[src/rtl/trm_ram.sv]
// ----------------------------------------------------------------------------
// trm_ram
// Generic single-write, single-read RAM with a registered read port.
// ----------------------------------------------------------------------------
module trm_ram #(
  parameter int WIDTH = 32,
  parameter int DEPTH = 32,
  parameter int AW    = (DEPTH > 1) ? $clog2(DEPTH) : 1
) (
  input  logic             clk,
  input  logic             we,
  input  logic [AW-1:0]    waddr,
  input  logic [WIDTH-1:0] wdata,
  input  logic [AW-1:0]    raddr,
  output logic [WIDTH-1:0] rdata
);

  logic [WIDTH-1:0] mem [DEPTH];

  always_ff @(posedge clk) begin
    if (we) begin
      mem[waddr] <= wdata;
    end
    rdata <= mem[raddr];
  end

endmodule

[config.mk]
export PLATFORM = sky130hd
export DESIGN_NAME = trm_ram
export DESIGN_NICKNAME = d
export VERILOG_FILES = /design/src/rtl/trm_ram.sv
export SDC_FILE = /design/constraint.sdc
export NUM_CORES = 1
export LEC_CHECK = 0
export BUFFER_PORTS_ARGS = -buffer_cell sky130_fd_sc_hd__buf_4
export CAP_MARGIN = 20
export CORE_ASPECT_RATIO = 0.9
export CORE_MARGIN = 2
export CORE_UTILIZATION = 44
export CTS_CLUSTER_DIAMETER = 200
export DETAILED_ROUTE_END_ITERATION = 12
export GPL_ROUTABILITY_DRIVEN = 0
export SYNTH_ARGS = -nofsm -noshare
export SYNTH_HDL_FRONTEND = slang
export SYNTH_SLANG_ARGS = --single-unit
[constraint.sdc]
create_clock -name clk -period 5.1 [get_ports clk]
set_input_delay 1.02 -clock clk [delete_from_list [all_inputs] [get_ports clk]]
set_output_delay 1.02 -clock clk [all_outputs]
set_load 0.05 [all_outputs]
==> results by group <==
Timing
  – Setup TNS: 0 ns
  – Max Freq: between 300 and 400 MHz
  – Post-route minimum period: 2.94 ns
  – Fin. max-slew vios: 0
  – Clk_skew: about 0.042 ns
  – RSZ-0062 raised after global routing: false
  – Relative slew slack: between 30% and 40%
  – Final period utilization: 57.7%
  – Setup Viol. Count Final: 0
  – Worst setup margin: roughly 2.2 ns
  – Final Hold Viols: 0
  – Worst Tran Pin Value: 0.951 ns

CTS
  – Hold_buf cts: 0
  – Sink Count: 1,056
  – Cells resized by post-CTS repair: 0
  – Longest Clk Path Bufs: 3
  – CTS Buf Count: ~110
  – Clock Latency Late Sink: about 0.70 ns
  – Root Buffer: clkbuf_16
  – Postcts setup bufs: 0
  – H-tree depth: 3
  – Clk pin slew, worst setup/hold paths: about 0.06 ns
  – CTS tree: yes

Setup path
  – Crit path max fanout: 60
  – Critical path type: input port to flop
  – Crit path DAT: between 3 and 4 ns
  – Critical path startpoint category: input port
  – Crit end category: flop
  – CP required: between 5 and 6 ns

Drt
  – Avg WL per Cell: ~26 um
  – DRT met1 WL: around 42 mm
  – Metal3 WL: 6.48 mm
  – Max Used Layer: met5
  – Via count: roughly 21,000
  – Number of vias per cell: between 5 and 6
  – Met2 WL post-DR: roughly 46 mm
  – # DRC: 0
  – DRT Pass-1 Iters: 7
  – Antenna-violating nets left: 0
  – Total Wirelength: between 90 and 100 mm
  – DRT iter0 DRCs: slightly below 2,000

Die
  – Starting Density: between 40% and 50%
  – Io pins: between 70 and 80
  – Die W: approximately 320 um
  – Rows: between 100 and 150
  – Core ar.: about 0.09 mm^2
  – Die height: ~290 um
  – Die Footprint: 0.0945 mm^2

Finish
  – Nets: between 2,000 and 2,500
  – Diode count: 0
  – P&R area growth vs syn: 14.5%
  – Fraction of layout cells with a size suffix above 1: 13.3%
  – Fillcell total: about 7,400

Yosys
  – Seq/Total Area, Yosys: 77.5%
  – Leading area contributor after synthesis: edfxtp_1
  – XOR/XNOR Fraction of Synth Area: 0%
  – Synth Area in Adders: 0%
  – Yosys reg bits: approximately 1,100
  – Top post-synthesis cells by area: edfxtp_1 76%, mux2i_1 13%, a22oi_1 1.8%
  – Multiplexer share of the synthesized area: about an eighth
  – Main combinational cell family by area after synthesis: multiplexers
  – Compound-Gate Fraction of Synth Area: slightly below 5%
  – Syn nets: between 2,000 and 2,500
  – Synth warn: 0
  – Yosys cell types: 25
  – Post-Syn Area: just over 0.04 mm^2
  – Simple-gate area share of the yosys netlist: roughly 3.1%
  – Synthesized area per cell: 17.9 um^2
  – Mapped Cells: between 2,000 and 2,500
  – Post-synth top area share: about three quarters

GRT
  – First-pass GRT wire length: 142 mm
  – Via count of the first global-routing pass: between 20,000 and 25,000
  – GRT Residual Overflow: 0
  – Largest net degree at the start of global routing: between 70 and 80
  – Total track usage: roughly 21%
  – Initial antenna violation count: 4

Job
  – Max-cap viol count: 0

Pwr
  – Power density over the cells: 394 mW/mm^2
  – VDD IR-drop max: around 0.00028 V
  – Leakage: 16.0 nW

Placed design
  – Dpl ws: approximately 1.5 ns
  – HPWL after DPL: between 50 and 60 mm
  – Buffers on Ports: 75

Min path
  – Worst hold path type: flop to flop

Status
  – Status: finished clean
==> layout by cell type (no fill, tap or decap), types with 2 or more instances in the layout <==
cell type,instances
edfxtp_1,1024
clkbuf_8,6
buf_16,6
nand2b_2,2
inv_6,3
nor2_4,33
clkinv_2,13
dfxtp_1,32
buf_4,118
clkbuf_16,108
mux2i_1,512
a22o_1,64
a31oi_1,32
nand3_1,98
bufinv_16,7
nand3b_1,5
clkbuf_1,36
nand2_1,97
a21oi_1,96
a22oi_1,96
buf_12,20
clkinv_1,20
or3b_2,3
nor3_1,32
==> flip-flops by register name, summed over array words and instances (netlist names) <==
| register | count |
|---|---|
| rdata | 32 |
| mem | 1024 |
==> kinds of logic after synthesis <==
kind of cell / after synthesis
compound gates: 288
flops: 1056
simple gates: 277
buf+inv: 127
mux: 512
==> where the power goes <==
| group | internal (mW) | switching (mW) | leakage (nW) |
|---|---|---|---|
| clock network | 4.33 | 3.16 | 1.64 |
| logic | 0.328 | 0.748 | 4.92 |
| registers | 9.65 | 0.0589 | 9.49 |
==> cells in the mapped netlist <==
library cell  count
or3b_2            3
buf_4            33
edfxtp_1       1024
a22oi_1          96
nand3_1          98
buf_2            26
a31oi_1          32
and2_1            1
nor2_1           34
mux2i_1         512
and2b_1           1
nand3b_1          5
nand2b_1          2
buf_6            15
or2_2             1
or3_1             1
dfxtp_1          32
nor2b_1           1
clkbuf_1         46
a21oi_1          96
clkbuf_4          2
a22o_1           64
buf_1             5
nor3_1           32
nand2_1          98
==> worst max-delay path, stage by stage <==
cell and delay, ns:
buf_8 0.44, buf_4 0.45, buf_4 0.33, mux2i_1 0.23
a22o_1 0.16, nor3_1 0.06, a31oi_1 0.27, nand3_1 0.28
==> routing by layer <==
metal / up-vias / GRT usage, %
li1: 9249 / -
met1: 10700 / 29.1
met2: 637 / 32.6
met3: 160 / 4.23
met4: 6 / 6.40
met5: - / 0
==> stage by stage <==
| stage | hold slack [ns] | total power [mW] | area [um^2] | util, % | cells |
|---|---|---|---|---|---|
| after floorplan | 0.553 | 10.5 | 40500 | - | 2260 |
| after global placement | 0.586 | 11.0 | 42700 | 46.8 | 3493 |
| after detailed placement | 0.601 | 11.0 | 43000 | 47.1 | 3507 |
| after CTS | 0.605 | 18.4 | 46300 | 50.8 | 3703 |
| after global routing | 0.636 | 18.8 | 46400 | 50.8 | 3704 |
| final | 0.605 | 18.3 | 46400 | 50.8 | 3704 |
==> worst paths after layout <==
path / startpoint / endpoint / slack [ns] / cells past startpoint
setup / recovery: raddr[0] / rdata[23] / 2.16 / 8
hold / removal: mem[26][19] / rdata[19] / 0.60 / 4
setup reg to reg: mem[1][15] / rdata[15] / 3.47 / 5
hold reg to reg: mem[26][19] / rdata[19] / 0.60 / 4
==> area by class of cell <==
type / instances / area, um^2 / share of cell area (%)
Sequential cell: 1056 / 31400 / 67.7
Multi-Input combinational cell: 1077 / 8610 / 18.6
Clock buffer: 150 / 2920 / 6.30
Tap cell: 1230 / 1540 / 3.32
Timing Repair Buffer: 145 / 1470 / 3.16
Clock inverter: 46 / 435 / 0.939
Power figures use the tool's default switching activity.
