### config.mk
export PLATFORM = sky130hd
export DESIGN_NAME = trm_outq
export DESIGN_NICKNAME = d
export VERILOG_FILES = /design/src/rtl/trm_pkg.sv /design/src/rtl/trm_outq.sv
export SDC_FILE = /design/constraint.sdc
export NUM_CORES = 1
export LEC_CHECK = 0
export BUFFER_PORTS_ARGS = -buffer_cell sky130_fd_sc_hd__buf_2
export CAP_MARGIN = 20
export CORE_ASPECT_RATIO = 1.2
export CORE_MARGIN = 4
export CORE_UTILIZATION = 61
export DETAILED_ROUTE_END_ITERATION = 12
export PLACE_DENSITY = 0.91
export SETUP_SLACK_MARGIN = 0.3
export SYNTH_ARGS = -nofsm -noshare
export SYNTH_HDL_FRONTEND = slang
export SYNTH_SLANG_ARGS = --single-unit
### constraint.sdc
create_clock -name clk -period 3.91 [get_ports clk]
set_input_delay 0.5865 -clock clk [delete_from_list [all_inputs] [get_ports clk]]
set_output_delay 0.5865 -clock clk [all_outputs]
set_load 0.005 [all_outputs]
### src/rtl/trm_pkg.sv
// ----------------------------------------------------------------------------
// trm_pkg
// Types, opcodes and fixed sizes shared by the register machine files.
// ----------------------------------------------------------------------------
package trm_pkg;

  localparam int DATA_W    = 32;
  localparam int IMM_W     = 16;
  localparam int MEM_WORDS = 1024;
  localparam int MEM_AW    = 10;
  localparam int OUT_DEPTH = 4;
  localparam int OUT_LVL_W = 3;

  typedef logic [DATA_W-1:0] word_t;
  typedef logic [7:0]        opcode_t;

  localparam opcode_t OP_PRINT = 8'd0;
  localparam opcode_t OP_IMM   = 8'd1;
  localparam opcode_t OP_ADD   = 8'd2;
  localparam opcode_t OP_STORE = 8'd3;
  localparam opcode_t OP_LOAD  = 8'd4;
  localparam opcode_t OP_MUL   = 8'd5;

  typedef enum logic [2:0] {
    KIND_NOP,
    KIND_PRINT,
    KIND_IMM,
    KIND_ADD,
    KIND_STORE,
    KIND_LOAD,
    KIND_MUL
  } kind_t;

  function automatic kind_t decode(opcode_t op);
    kind_t k;
    unique case (op)
      OP_PRINT: k = KIND_PRINT;
      OP_IMM:   k = KIND_IMM;
      OP_ADD:   k = KIND_ADD;
      OP_STORE: k = KIND_STORE;
      OP_LOAD:  k = KIND_LOAD;
      OP_MUL:   k = KIND_MUL;
      default:  k = KIND_NOP;
    endcase
    return k;
  endfunction

endpackage

### src/rtl/trm_outq.sv
// ----------------------------------------------------------------------------
// trm_outq
// Small result queue that decouples the pipeline from the output stall.
// ----------------------------------------------------------------------------
module trm_outq (
  input  logic                     clk,
  input  logic                     rst,
  input  logic                     push,
  input  trm_pkg::word_t           push_data,
  output logic                     valid,
  input  logic                     stall,
  output trm_pkg::word_t           data,
  output logic [trm_pkg::OUT_LVL_W-1:0] level
);
  import trm_pkg::*;

  localparam int PW = $clog2(OUT_DEPTH);

  word_t            slots [OUT_DEPTH];
  logic [PW-1:0]    wr_ptr;
  logic [PW-1:0]    rd_ptr;
  logic             pop;

  assign valid = (level != '0);
  assign data  = slots[rd_ptr];
  assign pop   = valid && !stall;

  always_ff @(posedge clk) begin
    if (push) begin
      slots[wr_ptr] <= push_data;
    end
  end

  always_ff @(posedge clk) begin
    if (rst) begin
      wr_ptr <= '0;
      rd_ptr <= '0;
      level  <= '0;
    end else begin
      if (push) begin
        wr_ptr <= wr_ptr + 1'b1;
      end
      if (pop) begin
        rd_ptr <= rd_ptr + 1'b1;
      end
      level <= level + OUT_LVL_W'(push) - OUT_LVL_W'(pop);
    end
  end

endmodule

==> results.txt, run 1 <==
Total setup buffers inserted after CTS: 0
Status: finished, final reports clean
Worst vdd rail ir drop: 406 µV
Weighted congestion at the end of routability-driven global placement: 0.729
Root buffer cell: sky130_fd_sc_hd__clkbuf_8
Grt total ovfl: 0
Floorplan row count: 36
Pwr Total: 3.65 mW
Worst min-delay path startpoint: push_data[19]
Final setup violation count: 0
Total of flip-flops plus latches after synthesis: 137
PortBufs: 71
Area of the mapped netlist: 0.00511 mm²
Wirelength, routed: 8.62 mm
R2R depth: 9
Routed len/inst: 20.3 µm
Per-cell via count in the routed design: 5.52
CP Capture Type: output port
Slack of the worst reg-to-reg path: 1.82 ns
Leak Pwr: 2.09 nW
Number of nets in the final layout: 340
Maximum number of pins on one net before global-route repair: 33
Number of buffers created by CTS: 17
Dominant cell type by area after synthesis: sky130_fd_sc_hd__edfxtp_1
Setup clock skew after layout: 0.00647 ns
Worst skew pair latency: 0.51 ns
Total number of yosys warnings: 0
Reported max-cap violation count: 0
Initial Utilization: 0.627
Critical path start-end classification: reg -> out
Post-route standard cell area excluding fillers: 0.00604 mm²
Start of the worst register-to-register path: level[1]
Clock tree from TritonCTS: built
Max Slew Vio Count: 0
Area contributors post-synth: sky130_fd_sc_hd__edfxtp_1, sky130_fd_sc_hd__mux4_2, sky130_fd_sc_hd__dfxtp_1
Worst-case headroom to the max-slew limit: 0.418
Capture instance of the worst register-to-register path: level[2]
Count of H-tree levels built during CTS: 4
F_max: 0.345 GHz
RSZ-0062 raised after global routing: false
Number of gates resized after cts: 0
Antenna diodes: 0
Die boundary height: 108 µm
Data required time of the critical path: 3.32 ns
Worst-path fanout max: 21
Asr flop ratio synth: 0
Clock input transition at the sequential cells of the worst setup and hold paths: 0.06 ns
Arrival time of data at the critical path endpoint: 2.31 ns
Most frequent standard cell in the layout excluding fill and tap cells: sky130_fd_sc_hd__edfxtp_1
Cell depth of the worst min-delay path: 1
Tcrit/Tclk final: 0.742
Crit path launch type: flop
Destination of the worst hold path: slots[3][19]
Total cell area at the placement stage: 0.00554 mm²
Detailed-routing iteration count for the pre-antenna-repair pass: 4
Areal power density over the cells: 604 mW/mm²
Vias in the first global route: 2504
Number of routed nets with antenna violations: 0
Die Footprint: 0.00992 mm²
DRC violation count after routing: 0
Number of flops mapped to enable cells by yosys: 128
Setup TNS Final: 0 ns
Core ar.: 0.00815 mm²
Pin slew with the least headroom to its limit: 0.873 ns
Hold/Removal Path Class: in -> reg
Synthesis-to-finish area growth: 18.2%
Via Count: 2340
Number of antenna violations at the first check in global routing: 0
Fraction of post-synthesis cell area in the top cell type by area: 0.752
Count of mapped cells out of synthesis: 214
Final hold vios: 0
Total global routing track utilization: 0.194
Commonest non-fill, non-tap cells in the layout: sky130_fd_sc_hd__edfxtp_1, sky130_fd_sc_hd__buf_2, sky130_fd_sc_hd__mux4_2, sky130_fd_sc_hd__clkbuf_16
Most instantiated flip-flop cell in the synthesis netlist: sky130_fd_sc_hd__edfxtp_1
Syn avg cell area: 23.9 µm²
Overall die width: 91.6 µm
Number of violations reported at the end of detailed-routing iteration 0: 154
Detailed-placement wirelength estimate: 4.94 mm
Post-layout instance count excluding filler cells: 424
Cell count after placement: 392
Time the final worst path needs with I/O delays and setup: 2.90 ns
Mapped Nets: 257
Worst-case clock buffer depth: 2
Number of clock sinks seen by CTS: 137
Count of distinct cell types in the synthesized netlist: 22
First-pass GRT wire length: 13.7 mm
Top-level I/O count: 72
Share of cells above drive strength 1: 0.432
Hold-fix buffer count after cts: 0
Share of synthesized area occupied by flip-flops and latches: 0.787
cells in the mapped netlist, types with 2 or more instances:
master                       n
sky130_fd_sc_hd__mux4_1      2
sky130_fd_sc_hd__and2_1      4
sky130_fd_sc_hd__mux4_2     30
sky130_fd_sc_hd__buf_2       3
sky130_fd_sc_hd__edfxtp_1  128
sky130_fd_sc_hd__dfxtp_1     9
sky130_fd_sc_hd__buf_12      3
sky130_fd_sc_hd__inv_1       7
sky130_fd_sc_hd__nor2b_1     3
sky130_fd_sc_hd__nor2_1      5
sky130_fd_sc_hd__xnor2_1     3
sky130_fd_sc_hd__a21oi_1     2
sky130_fd_sc_hd__ha_1        6
power breakdown:
group / total, mW / internal, mW / switching, mW
combinational: 0.521 / 0.295 / 0.227
clock: 1.36 / 0.824 / 0.536
sequential: 1.77 / 1.70 / 0.0711
total: 3.65 / 2.82 / 0.833
cells by family after synthesis:
| kind of cell | synth area share |
|---|---|
| buf+inv | 0.0228 |
| xor+xnor | 0.00514 |
| mux | 0.147 |
| simple gates | 0.0169 |
| fa+ha+maj | 0.0186 |
| compound gates | 0.00294 |
| flops | 0.787 |
layout make-up:
type,count,area [µm²]
sequential,137,4030
fill,455,2110
multi-input combinational,62,977
clock buffer,20,425
timing repair buffer,72,363
tap,114,143
clock inverter,12,83.8
inverter,7,26.3
routing by layer:
metal,vias up,global-route usage,routed length (µm)
met5,-,0,0
met3,10,0.0592,478
li1,1050,-,-
met2,75,0.331,4750
met4,0,0.0894,118
met1,1205,0.227,3270
critical path: stages, from the launching register on:
cell                      delay, ns
sky130_fd_sc_hd__dfxtp_2       0.60
sky130_fd_sc_hd__buf_4         0.46
sky130_fd_sc_hd__mux4_1        0.59
sky130_fd_sc_hd__buf_2         0.15
worst max path at each step:
stage                     startpoint  depth (start not counted)  endpoint
after floorplan             level[1]                          9  level[2]
after global placement          flop                          3   data[0]
after detailed placement        flop                          3   data[0]
after CTS                       flop                          3   data[0]
after global routing            flop                          3   data[0]
final                           flop                          3   data[0]
per-stage QoR:
stage | hold WS (ns) | utilization | setup WS [ns]
CTS | 0.254 | 0.741 | 0.914
finish | 0.285 | 0.741 | 1.01
floorplan | 0.488 | - | 1.95
global placement | 0.504 | 0.679 | 1.46
global route | 0.270 | 0.741 | 0.797
detailed placement | 0.552 | 0.679 | 1.46
sequential cells by signal (all words and copies together) (netlist names), named ones only:
| name | flops |
|---|---|
| level | 3 |
| wr_ptr | 2 |
| rd_ptr | 2 |
| slots | 128 |
Note: power is estimated with default switching activity, not from simulation.
==> inputs of run 2 (changes only) <==
- CORE_UTILIZATION: 61 -> 56
- PLACE_DENSITY: 0.91 -> 0.85
- clock period: 3.91 -> 3 ns (I/O delays scaled with it)
==> results.txt, run 2 (synthesis results as in run 1) <==
Antenna diodes: 0 (unchanged)
Cell depth of the worst min-delay path: 1 (unchanged)
Post-route standard cell area excluding fillers: 0.00606 mm² (+0.19%)
Hold/Removal Path Class: in -> reg
Total setup buffers inserted after CTS: 0 (unchanged)
Total cell area at the placement stage: 0.00556 mm² (+0.43%)
Worst-path fanout max: 10 (-52%)
Number of antenna violations at the first check in global routing: 1 (+1)
Worst-case hold slack: 0.152 ns (-0.133 ns)
Arrival time of data at the critical path endpoint: 2.07 ns (-0.24 ns)
Routed len/inst: 19.5 µm (-4.2%)
Die Footprint: 0.0107 mm² (+8.2%)
Final hold vios: 0 (unchanged)
Wirelength, routed: 8.33 mm (-3.3%)
DRC violation count after routing: 0 (unchanged)
Number of flip-flops under the largest register name: 128 (unchanged)
Total global routing track utilization: 0.176 (-0.0174)
Maximum number of pins on one net before global-route repair: 33 (unchanged)
Die boundary height: 113 µm (+4.0%)
Number of gates resized after cts: 0 (unchanged)
Critical-path top delay cell: sky130_fd_sc_hd__dfxtp_2
Most frequent standard cell in the layout excluding fill and tap cells: sky130_fd_sc_hd__edfxtp_1
Critical path start-end classification: reg -> out
Floorplan row count: 37 (+2.8%)
Count of H-tree levels built during CTS: 4 (unchanged)
Top-level I/O count: 72 (unchanged)
RSZ-0062 raised after global routing: false
Detailed-placement wirelength estimate: 4.89 mm (-1.1%)
First-pass GRT wire length: 13.3 mm (-2.6%)
Start of the worst register-to-register path: level[1]
Pwr Total: 4.73 mW (+30%)
Overall die width: 95.2 µm (+4.0%)
Tcrit/Tclk final: 0.840
Number of nets in the final layout: 341 (+0.29%)
Clock tree from TritonCTS: built
Clock input transition at the sequential cells of the worst setup and hold paths: 0.06 ns (about the same)
Pin slew with the least headroom to its limit: 0.879 ns (+0.00605 ns)
Setup TNS Final: 0 ns (unchanged)
Reported max-cap violation count: 0 (unchanged)
Setup clock skew after layout: 0.00891 ns (+0.00244 ns)
Core ar.: 0.00875 mm² (+7.3%)
Worst vdd rail ir drop: 433 µV (+6.7%)
Status: finished, final reports clean
Number of routed nets with antenna violations: 0 (unchanged)
Destination of the worst hold path: slots[3][8]
Hold-fix buffer count after cts: 0 (unchanged)
PortBufs: 71 (unchanged)
Commonest non-fill, non-tap cells in the layout: sky130_fd_sc_hd__edfxtp_1, sky130_fd_sc_hd__buf_2, sky130_fd_sc_hd__mux4_2, sky130_fd_sc_hd__clkbuf_16, sky130_fd_sc_hd__clkbuf_1
Time the final worst path needs with I/O delays and setup: 2.52 ns
F_max: 0.397 GHz
CP Capture Type: output port
Worst-case headroom to the max-slew limit: 0.414 (-0.00403)
Share of cells above drive strength 1: 0.434 (+0.00183)
Largest registers in the final layout: slots x128, level x3
Slack of the worst reg-to-reg path: 0.90 ns (-0.92 ns)
Cell-by-cell trace of the critical path: buf_4, mux4_1, buf_2
Root buffer cell: sky130_fd_sc_hd__clkbuf_8
Initial Utilization: 0.584 (-0.0428)
Grt total ovfl: 0 (unchanged)
Number of clock sinks seen by CTS: 137 (unchanged)
Max Slew Vio Count: 0 (unchanged)
Capture instance of the worst register-to-register path: level[2]
Areal power density over the cells: 781 mW/mm² (+29%)
R2R depth: 9 (unchanged)
Vias in the first global route: 2537 (+1.3%)
Detailed-routing iteration count for the pre-antenna-repair pass: 4 (unchanged)
Final setup violation count: 0 (unchanged)
Worst skew pair latency: 0.51 ns (about the same)
Data required time of the critical path: 2.55 ns (-0.77 ns)
Biggest register: slots
Weighted congestion at the end of routability-driven global placement: 0.726 (-0.41%)
Crit path launch type: flop
Number of buffers created by CTS: 17 (unchanged)
Synthesis-to-finish area growth: 18.5%
Worst-case clock buffer depth: 2 (unchanged)
Per-cell via count in the routed design: 5.44 (-1.4%)
Worst min-delay path startpoint: push_data[8]
Longest individual stage delay on the worst path: 0.58 ns (-0.02 ns)
Leak Pwr: 2.10 nW (+0.50%)
Number of violations reported at the end of detailed-routing iteration 0: 132 (-14%)
Via Count: 2328 (-0.51%)
==> run 2: cell count changes in the layout (fill, tap and decap cells not counted), sizes merged <==
cell      previous run  this run
clkbuf              20        27
clkinv               9         5
clkinvlp             2         0
buf                 72        73
bufinv               1         0
==> run 2: metal layers <==
metal  vias to the layer above  global-route usage  routed length, µm
met4                         2              0.0914                197
met1                      1183               0.203               3040
met3                        21              0.0536                405
met2                        74               0.294               4680
met5                         -                   0                  9
li1                       1048                   -                  -
==> run 2: stage by stage <==
stage	setup WS, ns	util	instances
6_report	0.480	0.692	428
5_1_grt	0.329	0.692	428
4_1_cts	0.406	0.692	428
3_5_place_dp	0.907	0.635	396
3_3_place_gp	0.985	0.635	396
2_1_floorplan	1.04	-	214
==> run 2: worst max path at each step <==
stage               slack [ns]      from        to
floorplan                 1.04  level[1]  level[2]
detailed placement        0.91  level[1]  level[2]
finish                    0.48      flop   data[0]
global route              0.33      flop   data[0]
global placement          0.98      flop  data[31]
CTS                       0.41      flop  data[31]
==> run 2: critical path: cells and delay by family, from the launching register on <==
family,cells,cell delay [ns]
DFF,1,0.58
muxes,1,0.55
buffers and inverters,2,0.41
==> run 2: area by class of cell <==
type | count | area, µm²
inverters | 7 | 26.3
clock inverters | 5 | 25.0
clock buffers | 27 | 472
fillers | 545 | 2690
repair buffers | 73 | 383
flip-flops and latches | 137 | 4030
well taps | 117 | 146
multi-input cells | 62 | 977
==> run 2: power breakdown <==
part           internal, mW  switching (mW)
sequential             2.21          0.0889
clock                  1.05           0.677
combinational         0.400           0.302
total                  3.66            1.07
